File: src/rtl/core/pmab_pkg.sv
// ----------------------------------------------------------------------------
// pmab_pkg
// Shared types and constants for the premultiplied alpha over blender.
// ----------------------------------------------------------------------------
package pmab_pkg;

    localparam int NUM_LANES  = 4;
    localparam int CHANNELS   = 4;
    localparam int CHAN_W     = 8;
    localparam int PIXEL_W    = CHANNELS * CHAN_W;
    localparam int GAIN_W     = 9;
    localparam int PROD_W     = 17;   // gain * channel, at most 65280
    localparam int NUM_W      = 25;   // full blend numerator, below 2^25

    localparam logic [GAIN_W-1:0] GAIN_ONE    = 9'd256;
    localparam logic [PROD_W-1:0] BLEND_DENOM = 17'd65280;  // 256 * 255
    localparam logic [NUM_W:0]    ROUND_HALF  = 26'd32640;
    localparam logic [CHAN_W-1:0] CHAN_MAX    = 8'd255;

    // Load enables of the three pipeline stages: operand products,
    // numerator, merged output register.
    typedef struct packed {
        logic en_prod;
        logic en_num;
        logic en_out;
    } t_pipe_ctl;

endpackage

File: src/rtl/core/pmab_ctrl.sv
// ----------------------------------------------------------------------------
// pmab_ctrl
// Valid tracking and stall propagation for the three-stage blend pipeline.
// ----------------------------------------------------------------------------
module pmab_ctrl
    import pmab_pkg::*;
(
    input  logic      i_clk,
    input  logic      i_rst_n,
    input  logic      i_in_valid,
    output logic      o_in_stall,
    output logic      o_out_valid,
    input  logic      i_out_stall,
    output t_pipe_ctl o_ctl
);

    logic r_v_prod;
    logic r_v_num;
    logic r_v_out;
    logic w_rdy_prod;
    logic w_rdy_num;
    logic w_rdy_out;

    // A stage may load when it is empty or its content moves on this cycle.
    assign w_rdy_out  = !r_v_out  || !i_out_stall;
    assign w_rdy_num  = !r_v_num  || w_rdy_out;
    assign w_rdy_prod = !r_v_prod || w_rdy_num;

    always_ff @(posedge i_clk) begin
        if (!i_rst_n) begin
            r_v_prod <= 1'b0;
            r_v_num  <= 1'b0;
            r_v_out  <= 1'b0;
        end else begin
            if (w_rdy_prod) begin
                r_v_prod <= i_in_valid;
            end
            if (w_rdy_num) begin
                r_v_num <= r_v_prod;
            end
            if (w_rdy_out) begin
                r_v_out <= r_v_num;
            end
        end
    end

    assign o_in_stall    = !w_rdy_prod;
    assign o_out_valid   = r_v_out;
    assign o_ctl.en_prod = w_rdy_prod;
    assign o_ctl.en_num  = w_rdy_num;
    assign o_ctl.en_out  = w_rdy_out;

endmodule

File: config.mk
export PLATFORM = sky130hd
export DESIGN_NAME = pmab_ctrl
export DESIGN_NICKNAME = d
export VERILOG_FILES = /design/src/rtl/core/pmab_pkg.sv /design/src/rtl/core/pmab_ctrl.sv
export SDC_FILE = /design/constraint.sdc
export NUM_CORES = 1
export LEC_CHECK = 0
export ABC_AREA = 1
export BUFFER_PORTS_ARGS = -buffer_cell sky130_fd_sc_hd__buf_2
export CORE_AREA = 2 2 39 41
export CTS_CLUSTER_DIAMETER = 120
export DETAILED_ROUTE_END_ITERATION = 12
export DIE_AREA = 0 0 41 43
export MAX_ROUTING_LAYER = met4
export PLACE_DENSITY_LB_ADDON = 0.25
export SYNTH_ARGS = -nofsm -noshare
export SYNTH_HDL_FRONTEND = slang
export SYNTH_SLANG_ARGS = --single-unit
File: constraint.sdc
create_clock -name i_clk -period 1.6 [get_ports i_clk]
set_input_delay 0.08 -clock i_clk [delete_from_list [all_inputs] [get_ports i_clk]]
set_output_delay 0.08 -clock i_clk [all_outputs]
set_load 0.02 [all_outputs]
Word-level counts from Yosys, hierarchy flattened
Cells that the tools add are included.

word-level totals
  bits in registers = 3
  input bits = 4
  output and inout port bits = 5
  logic and storage cells = 11

cells by class
  reduce and logical (&&, ||, !) cells = 8

operator list
  operator          count
  1-bit zero test   5
  1-bit logical OR  3

Depth between registers and ports, before layout
  depth in word-level cells = 5
  depth in mapped cells = 2
  mapped depth without buffers = 2

Least setup slack after synthesis
Ideal clock, no wire load.

  path kind = register to output
  start point = reg r_v_out, in the netlist o_out_valid
  end point = out o_ctl[2] in the netlist's numbering
  cell stages (with the launch flop) = 3
  path slack = 0.723 ns
  arrival = 0.797 ns
  buffers on the path = 1
  data required time = 1.520 ns
  cells stage by stage = dfxtp_1 -> nand4_2 -> buf_4

between the ends
  word-level cells in the longest chain between the ends = 4

RTL lines
  item                      line             text
  start: declaration        pmab_ctrl.sv:19  logic r_v_out;
  start signal: assignment  pmab_ctrl.sv:42  r_v_out <= r_v_num;
  1-bit zero test           pmab_ctrl.sv:25  assign w_rdy_out = !r_v_out || !i_out_stall;
  1-bit logical OR          pmab_ctrl.sv:25
  1-bit logical OR          pmab_ctrl.sv:26  assign w_rdy_num = !r_v_num || w_rdy_out;
  1-bit logical OR          pmab_ctrl.sv:27  assign w_rdy_prod = !r_v_prod || w_rdy_num;
  end: declaration          pmab_ctrl.sv:14  output t_pipe_ctl o_ctl

No other way between the ends.

Worst setup path in the final report
  start point = reg r_v_out, in the netlist o_out_valid
  end point = out o_in_stall

between the ends
  word-level cells in the longest chain between the ends = 5

RTL lines
  item              line             text
  1-bit zero test   pmab_ctrl.sv:25
  1-bit logical OR  pmab_ctrl.sv:25
  1-bit logical OR  pmab_ctrl.sv:26
  1-bit logical OR  pmab_ctrl.sv:27
  1-bit zero test   pmab_ctrl.sv:47  assign o_in_stall = !w_rdy_prod;
  end: declaration  pmab_ctrl.sv:11  output logic o_in_stall,

No other way between the ends.

==> results_dict.tcl <==
set metrics [dict create \
    initial_core_util_pct 10.2 \
    yosysTopAreaCell "dfxtp_1" \
    ant_nets 0 \
    grt_pass1_wl_microns 531 \
    synthesis.nets 21 \
    worstHoldPathType "in -> reg" \
    tritoncts "done" \
    maxCapViolations 0 \
    crit_required_ns 1.52 \
    muxShareOfSynthArea_pct 0 \
    cts_sinks 3 \
    vdd.ir_drop.worst_mv 0.212 \
    grt_pass1_vias 132 \
    drive_gt1_share_pct 50.0 \
    crit_arrival_ns 0.96 \
    drt_wl_total_microns 281 \
    synth_common_cells "5 x inv_1, 3 x buf_4, 3 x dfxtp_1" \
    avgSynthCellArea_sq_um 8.32 \
    netlist_top_cells_area "dfxtp_1 42%, buf_4 16%, inv_1 13%" \
    cts_resized 0 \
    worst_pin_slew_ns 0.134 \
    final_core_util_pct 14.8 \
    period_needed_ns 1.04 \
    antenna_found_initial 0 \
    ys_seq_area_share_pct 42.5 \
    finalSetupViolCount 0 \
    synthAdderAreaFrac_pct 0 \
    finalHoldViolations 0 \
    syn-instance-count 17 \
    final.setup.worst_slack_ns 0.564 \
    diodes 0 \
    vias_per_cell 2.90 \
    clockBufferDepth 2 \
    finalSetupTns_ns 0 \
    drc 0 \
    drtIter0Drc 2 \
    drt-pass1-iter-count 2 \
    pre_cts_ws_ns 0.802 \
    async_flop_share_pct 0 \
    end_kind "primary output" \
    synth_top_family_by_area "buffers and inverters" \
    synth_top_flop_cell "dfxtp_1" \
    synthSimpleGateAreaFrac_pct 15.0 \
    outcome "finished, final reports clean" \
    synthXorXnorAreaFrac_pct 0 \
    gp_congestion 0.567 \
    clock_latency_ns 0.23 \
    worst-path-max-fanout 4 \
    htree_num_levels 1 \
    post-cts-setup-buffers 0 \
    synthMostInstantiatedCell "inv_1" \
    grt_max_degree 5 \
    yosys_warnings 0 \
    die_height_microns 43 \
    p_per_area_nw_per_um2 1100 \
    clk_transition_reported_paths_ns 0.04 \
    ys_seq_elements 3 \
    period_share_pct 64.8 \
    p_leak_nw 0.105 \
    die_w_microns 41 \
    dp_hpwl_microns 213 \
    seq_area_sq_um 60.1 \
    syn2layout_area_growth_pct 45.1 \
    post_drt_wl_per_cell_microns 6.69 \
    synth_edf_count 0 \
    port_buffers 8 \
    row_count 14 \
    core_sq_um 1380 \
    multi_input_area_sq_um 40.0 \
    die_area_sq_um 1760 \
    fin_skew_ns 0.000900 \
    synth-compound-area-share_pct 13.3 \
    synth_top_cell_area_share_pct 42.5 \
    slew_headroom_pct 91.0 \
    cts_hold_buf 0 \
    vias 122 \
    io_pins 9 \
    drv_slew 0 \
    grt_usage_pct 5.56 \
    cts-root-buf "clkbuf_4" \
    start_kind "flip-flop" \
    crit_type "reg -> out" \
    numCtsBuffers 3 \
    synth_area_sq_um 141 \
    fillers 166 \
    rsz0062_at_grt "no" \
    max_freq_ghz 0.965 \
    synth_cell_types 8 \
    grt_overflow 0 \
    nNetsFinal 31 \
]
==> layout make-up <==
| cell class | count | area share (%) |
|---|---|---|
| flip-flops and latches | 3 | 29.3 |
| multi-input cells | 6 | 19.5 |
| repair buffers | 8 | 19.5 |
| clock buffers | 4 | 12.8 |
| well taps | 16 | 9.76 |
| inverters | 5 | 9.15 |
==> state kept, by name, summed over array words and instances (netlist names) <==
signal / count
r_v_prod: 1
o_out_valid: 1
r_v_num: 1
==> layer usage <==
metal | wire length (microns) | track usage [%]
met5 | 0 | -
met4 | 8 | 6.00
met3 | 49 | 6.28
met2 | 71 | 4.69
met1 | 152 | 5.79
==> metrics by stage <==
stage                     power, mW  hold WS, ns  area, sq um  instances
after global routing          0.246       0.0907          205         42
final                         0.226       0.0952          205         42
after floorplan              0.0907        0.224          141         17
after global placement       0.0969        0.333          179         38
after detailed placement     0.0967        0.334          179         38
after CTS                     0.236       0.0850          205         42
==> path summary, 6_finish.rpt <==
check                                 start         end  slack, ns  cells after the start
worst max-delay path            o_out_valid  o_in_stall       0.56                      3
worst min register to register     r_v_prod     r_v_num       0.46                      2
worst max register to register  o_out_valid    r_v_prod       0.90                      2
worst min-delay path             i_in_valid    r_v_prod        0.1                      3
==> cell families (layout without fill, tap and decap cells) <==
| logic type | after synthesis | after routing |
|---|---|---|
| buffers and inverters | 8 | 17 |
| AOI/OAI and AO/OA | 3 | 3 |
| DFF | 3 | 3 |
| and+or+nand+nor | 3 | 3 |
==> layout by cell type (no fill, tap or decap) <==
cell type  instances
nand3_1            1
dfxtp_1            3
nand2_1            1
a21oi_2            1
inv_1              5
clkbuf_4           3
a21oi_1            2
nand4_2            1
buf_2              8
clkbuf_1           1
==> worst max-delay path, cell delays in order (launching register included) <==
cell,delay (ns)
dfxtp_1,0.37
nand4_2,0.13
inv_1,0.07
buf_2,0.15
==> where the power goes <==
group | switching (mW) | internal, mW | total [mW]
Sequential | 0.00274 | 0.0788 | 0.0815
Combinational | 0.00797 | 0.00604 | 0.0140
Clock | 0.0370 | 0.0933 | 0.130
Note: power is estimated with default switching activity, not from simulation.
