--- src/rtl/core/pmab_pkg.sv ---
// ----------------------------------------------------------------------------
// pmab_pkg
// Shared types and constants for the premultiplied alpha over blender.
// ----------------------------------------------------------------------------
package pmab_pkg;

    localparam int NUM_LANES  = 4;
    localparam int CHANNELS   = 4;
    localparam int CHAN_W     = 8;
    localparam int PIXEL_W    = CHANNELS * CHAN_W;
    localparam int GAIN_W     = 9;
    localparam int PROD_W     = 17;   // gain * channel, at most 65280
    localparam int NUM_W      = 25;   // full blend numerator, below 2^25

    localparam logic [GAIN_W-1:0] GAIN_ONE    = 9'd256;
    localparam logic [PROD_W-1:0] BLEND_DENOM = 17'd65280;  // 256 * 255
    localparam logic [NUM_W:0]    ROUND_HALF  = 26'd32640;
    localparam logic [CHAN_W-1:0] CHAN_MAX    = 8'd255;

    // Load enables of the three pipeline stages: operand products,
    // numerator, merged output register.
    typedef struct packed {
        logic en_prod;
        logic en_num;
        logic en_out;
    } t_pipe_ctl;

endpackage

--- src/rtl/core/pmab_chan.sv ---
// ----------------------------------------------------------------------------
// pmab_chan
// One colour channel of one lane: premultiplied over with global gain,
// rounded to nearest and saturated at 255.
// ----------------------------------------------------------------------------
module pmab_chan
    import pmab_pkg::*;
(
    input  logic              i_clk,
    input  t_pipe_ctl         i_ctl,
    input  logic [GAIN_W-1:0] i_gain,
    input  logic [CHAN_W-1:0] i_src,
    input  logic [CHAN_W-1:0] i_src_alpha,
    input  logic [CHAN_W-1:0] i_dst,
    output logic [CHAN_W-1:0] o_blend
);

    logic [PROD_W-1:0] r_gain_alpha;
    logic [PROD_W-1:0] r_gain_src;
    logic [CHAN_W-1:0] r_dst;
    logic [NUM_W-1:0]  r_num;

    logic [PROD_W-1:0] w_keep;
    logic [NUM_W-1:0]  n_num;
    logic [NUM_W:0]    w_rounded;
    logic [17:0]       w_scaled;
    logic [15:0]       w_low;
    logic [16:0]       w_div_sum;

    always_ff @(posedge i_clk) begin
        if (i_ctl.en_prod) begin
            r_gain_alpha <= PROD_W'(i_gain) * PROD_W'(i_src_alpha);
            r_gain_src   <= PROD_W'(i_gain) * PROD_W'(i_src);
            r_dst        <= i_dst;
        end
    end

    // Numerator over 65280: d*(65280 - m*sa) + m*s*255.
    assign w_keep = BLEND_DENOM - r_gain_alpha;
    assign n_num  = NUM_W'(r_dst) * NUM_W'(w_keep)
                  + ((NUM_W'(r_gain_src) << 8) - NUM_W'(r_gain_src));

    always_ff @(posedge i_clk) begin
        if (i_ctl.en_num) begin
            r_num <= n_num;
        end
    end

    // Divide by 256 then by 255; quotients of 255 and above saturate.
    assign w_rounded = (NUM_W+1)'(r_num) + ROUND_HALF;
    assign w_scaled  = w_rounded[NUM_W:8];
    assign w_low     = w_scaled[15:0];
    assign w_div_sum = 17'(w_low) + 17'(w_low[15:8]) + 17'd1;

    always_comb begin
        if (w_scaled >= 18'(BLEND_DENOM)) begin
            o_blend = CHAN_MAX;
        end else begin
            o_blend = w_div_sum[15:8];
        end
    end

endmodule

--- config.mk ---
export PLATFORM = sky130hd
export DESIGN_NAME = pmab_chan
export DESIGN_NICKNAME = d
export VERILOG_FILES = /design/src/rtl/core/pmab_pkg.sv /design/src/rtl/core/pmab_chan.sv
export SDC_FILE = /design/constraint.sdc
export NUM_CORES = 1
export LEC_CHECK = 0
export ABC_AREA = 1
export BUFFER_PORTS_ARGS = -buffer_cell sky130_fd_sc_hd__buf_2
export CAP_MARGIN = 10
export CORE_MARGIN = 2
export CORE_UTILIZATION = 30
export DETAILED_ROUTE_END_ITERATION = 12
export SLEW_MARGIN = 20
export SYNTH_ARGS = -nofsm -noshare
export SYNTH_HDL_FRONTEND = slang
export SYNTH_SLANG_ARGS = --single-unit
export TNS_END_PERCENT = 20
--- constraint.sdc ---
create_clock -name i_clk -period 5.2 [get_ports i_clk]
set_input_delay 0.26 -clock i_clk [delete_from_list [all_inputs] [get_ports i_clk]]
set_output_delay 0.26 -clock i_clk [all_outputs]
set_load 0.05 [all_outputs]
Yosys cells after proc, flatten, opt, wreduce, memory -nomap -nowiden:

Index checks and enable logic that the tools add are counted.

* memories kept: 0
* memory bits (writable): 0
* latch bits: 0
* memory bits (read-only): 0
* output and inout bits: 8
* word-level logic and storage cells: 15
* register bits: 67

* divide/modulo/power cells: 0
* reductions and logical operators: 0
* bitwise gates (word level): 0
* magnitude comparators: 1
* $add $sub $neg: 6
* $mul: 3
* equal/unequal tests: 0
* multiplexer cells: 1
* shift operators: 0

Operator list (count)
* $mul 9x8->17: 2
* $add 25x15->26 const B: 1
* $add 25x25->25: 1
* $mul 8x17->25: 1
* $sub 25x17->25: 1
* $ge 18x16->1 const B: 1
* $sub 16x17->17 const A: 1
* $add 16x1->16 const B: 1
* $add 16x8->16: 1
* $mux 8: 1

Longest topological paths before layout:

* depth after elaboration: 4
* gate-level depth with buffers: 31
* depth with buffers taken out: 30

Worst setup path before layout:

OpenSTA, ideal clock, no wires.

* path kind: register to register
* from: register r_gain_alpha[0]
* to: register r_num[22] (data pin)
* period minus slack after synthesis: 5.704 ns
* cell stages (with the launch flop): 31
* required time: 4.938 ns
* data arrival time: 5.442 ns
* setup slack: -0.504 ns
* path through: edfxtp_1 -> buf_4 -> inv_1 -> ha_1 -> nand3_1 -> nor2_1 -> nand3_1 -> nand3_1 -> nor2_1 -> nand3_1 -> or2_1 -> nand2_1 -> inv_2 -> nand2_1 -> fa_1 -> inv_1 -> fa_1 -> fa_1 -> fa_1 -> inv_1 -> fa_1 -> inv_1 -> ha_1 -> nand2_1 -> nor2_1 -> inv_1 -> nor3_1 -> o21ai_0 -> nand3_1 -> a21oi_1 -> xor2_1

* word-level cells in the longest chain between the ends: 3

RTL lines
* start: declaration: RTL line pmab_chan.sv:18 `logic [PROD_W-1:0] r_gain_alpha;`
* start signal: assignment: RTL line pmab_chan.sv:32 `r_gain_alpha <= PROD_W'(i_gain) * PROD_W'(i_src_alpha);`
* $sub 16x17->17: RTL line pmab_chan.sv:39 `assign w_keep = BLEND_DENOM - r_gain_alpha;`
* $mul 8x17->25: RTL line pmab_chan.sv:40 `assign n_num = NUM_W'(r_dst) * NUM_W'(w_keep)`
* $add 25x25->25: RTL line pmab_chan.sv:41 `+ ((NUM_W'(r_gain_src) << 8) - NUM_W'(r_gain_src));`
* named net n_num[22]: RTL line pmab_chan.sv:24 `logic [NUM_W-1:0] n_num;`
* end signal: assignment: RTL line pmab_chan.sv:45 `r_num <= n_num;`
* end: declaration: RTL line pmab_chan.sv:21 `logic [NUM_W-1:0] r_num;`

The timed path passes the listed nets, and every way through them passes these cells.
A chain may end at the register's enable or synchronous reset.

Worst setup path in the final report:

* from: register r_gain_alpha[0]
* to: register r_num[24] (data pin)

The elaborated chain is that of the path after synthesis.

==> results.md <==
- Run status: finished, violations left
- Violated checks: setup timing
- Yosys warnings: 0
- Cell family with most CP delay: adder cells
- Post-synth top cells: inv_1, nand2_1, fa_1
- Final Instance Area: 0.0157 mm²
- # rows: 76
- Filler instances: around 4,500
- Post-Place Cell Area: around 0.015 mm²
- Final worst slack: -547 ps
- Final wirelength: ~31 mm
- Post-synth EDFFs: 60
- Max Fclk: 174 MHz
- Clock slew at reported path FFs: around 50 ps
- CP Class: flip-flop to flip-flop
- Cell Count, Final, Fillers Out: about 2,400
- Crit-path most repeated cell: fa_1
- CTS tree: done
- Hold Worst Slack: ~88 ps
- Crit start category: flip-flop
- Die ar.: 0.0455 mm²
- Routed Antenna Nets: 0
- Via Count: approximately 11,000
- Residual DRC count: 0
- Die height: between 200 and 250 µm
- Max incr delay on CP: ~580 ps
- Register Area: 0.00180 mm²
- Root Buffer: clkbuf_16
- WP data required: approximately 5300 ps
- Seq/Total Area, Yosys: 0.137
- R2r setup slk: -550 ps
- Gr usage total: 0.144
- Port Buffers: 43
- Critical path arrival: 5830 ps
- Share of cells above drive strength 1: 0.185
- Pre-antenna DRT Iters: 6
- Primary FF master, synth: edfxtp_1
- CTS Buf Count: 9
- H-tree depth: 3
- Measured slew at the worst slew-check pin: between 900 and 1000 ps
- Slew margin rel.: 0.397
- Synth area leader: fa_1
- Final count of negative-setup-slack endpoints: 16
- Vias in the first global route: 11,100
- Sink Count: 60
- Max_cap viols: 0
- CTS max path bufs: 2
- Area Growth Syn to Fin: 19.1%
- Initial antenna violation count: 1
- Area share of the largest cell type after synthesis: 0.312
- Fin. Hold Viols: 0
- Synthesized area: 0.0131 mm²
- Setup TNS: -5940 ps
- Area occupied by multi-input gates: 0.0100 mm²
- Worst-skew pair later-pin latency: 340 ps
- Final HPWL DP: around 26 mm
- Grt ovf: 0
- Register bit total from synthesis: 60
- Critical Path Fanout Max: 4
- Dpl cells: about 2,300
- Worst Skew: between 7 and 8 ps
- Fin nets: between 2,000 and 2,500
- Io pins: between 40 and 50
- Slew Limit Fails: 0
- CTS Hold Bufs: 0
- Via density: 4.42
- Pin count of the biggest net entering global routing: 43
- Top cells by area, synth: fa_1, edfxtp_1, ha_1
- DR WL/cell: 12.9 µm
- Core area: 0.0432 mm²
- Ys async rst share: 0
- Hold Crit Class: input port to flip-flop
- Mapped Cells: between 1,500 and 2,000
- First-pass GRT wire length: 52.7 mm
- CP Buf/Inv Count: 6
- Detailed router's first-iteration violation count: ~550
- Unrepaired setup endpoints after global routing: true
- Slowest-stage cell, CP: fa_1
- Starting Density: 0.304
- Final min period: 5750 ps
- Count leader, synth: inv_1
- Syn avg cell area: about 7.9 µm²
- Nature of the critical path endpoint: flip-flop
- Syn nets: between 2,000 and 2,500
- GP Congestion: roughly 0.94
- Final worst path period share: 1.11
- Die X: 213 µm
- Synth cell types: 45
==> timing repair <==
action | in CTS | in global routing
gates cloned | 0 | 0
buffers inserted | 16 | 10
setup endpoints to repair | 16 | 18
pin swaps | 39 | 28
resized for setup | 55 | 26
==> cell type report <==
type	instances	share of cell area
clock buffer	11	0.0149
antenna	1	0.000160
sequential	60	0.115
clock inverter	5	0.00488
timing repair buffer	164	0.0723
tap	585	0.0468
inverter	435	0.104
multi-input combinational	1116	0.641
==> cell families (layout without fill, tap and decap cells) <==
kind of cell    after synthesis  after routing  share of synthesized area
simple gates                609            609                      0.196
buf+inv                     484            615                      0.139
fa+ha+maj                   343            343                      0.444
compound gates              106            106                     0.0444
flops                        60             60                      0.137
xor+xnor                     58             58                     0.0398
other cells                   0              1                          0
==> metrics by stage <==
step / setup slack, ps / util
3_3_place_gp: -549 / 0.344
2_1_floorplan: -198 / -
6_report: -547 / 0.363
5_1_grt: -844 / 0.363
4_1_cts: -435 / 0.358
3_5_place_dp: -604 / 0.344
==> sequential cells by signal (all words and copies together), names as in the netlist <==
name	flops
r_num	18
r_gain_src	17
r_gain_alpha	17
r_dst	8
==> path summary, 6_finish.rpt <==
check / startpoint / endpoint / depth (start not counted)
worst max-delay path: r_gain_alpha[0]$_DFFE_PP_ / r_num[24]$_DFFE_PP_ / 29
worst min register to register: r_gain_src[16]$_DFFE_PP_ / r_num[24]$_DFFE_PP_ / 3
worst min-delay path: i_dst[6] / r_dst[6]$_DFFE_PP_ / 1
worst max register to register: r_gain_alpha[0]$_DFFE_PP_ / r_num[24]$_DFFE_PP_ / 29
==> layer usage <==
layer  global-route usage  part of all wire  wire length, µm
met5                    0                 0                0
met4               0.0560             0.031              945
met3               0.0165             0.039             1180
met2                0.263              0.50            15200
met1                0.172              0.43            13300
==> worst reg2reg max path: cells and delay by family, from the launching register on <==
family,cells,cell delay (ps)
adders and majority gates,7,2880
and+or+nand+nor,12,1120
buffers and inverters,6,500
DFF,1,430
AOI/OAI and AO/OA,3,430
xor gates and xnor gates,1,150
==> placed cells by master (no fill, tap or decap), types with 19 or more instances in the layout <==
master    Yosys  routed
a21oi_1      52      40
buf_2         1      43
buf_4         2     119
edfxtp_1     60      60
fa_1        205     204
ha_1        138     125
inv_1       417     402
inv_2        18      32
nand2_1     384     355
nand2_2       5      29
nand3_1      47      39
nor2_1      116     102
o21ai_0      28      19
xor2_1       40      37
Power is not shown: default switching activity piles up to over one toggle a cycle in this logic, so the estimate is an artifact.
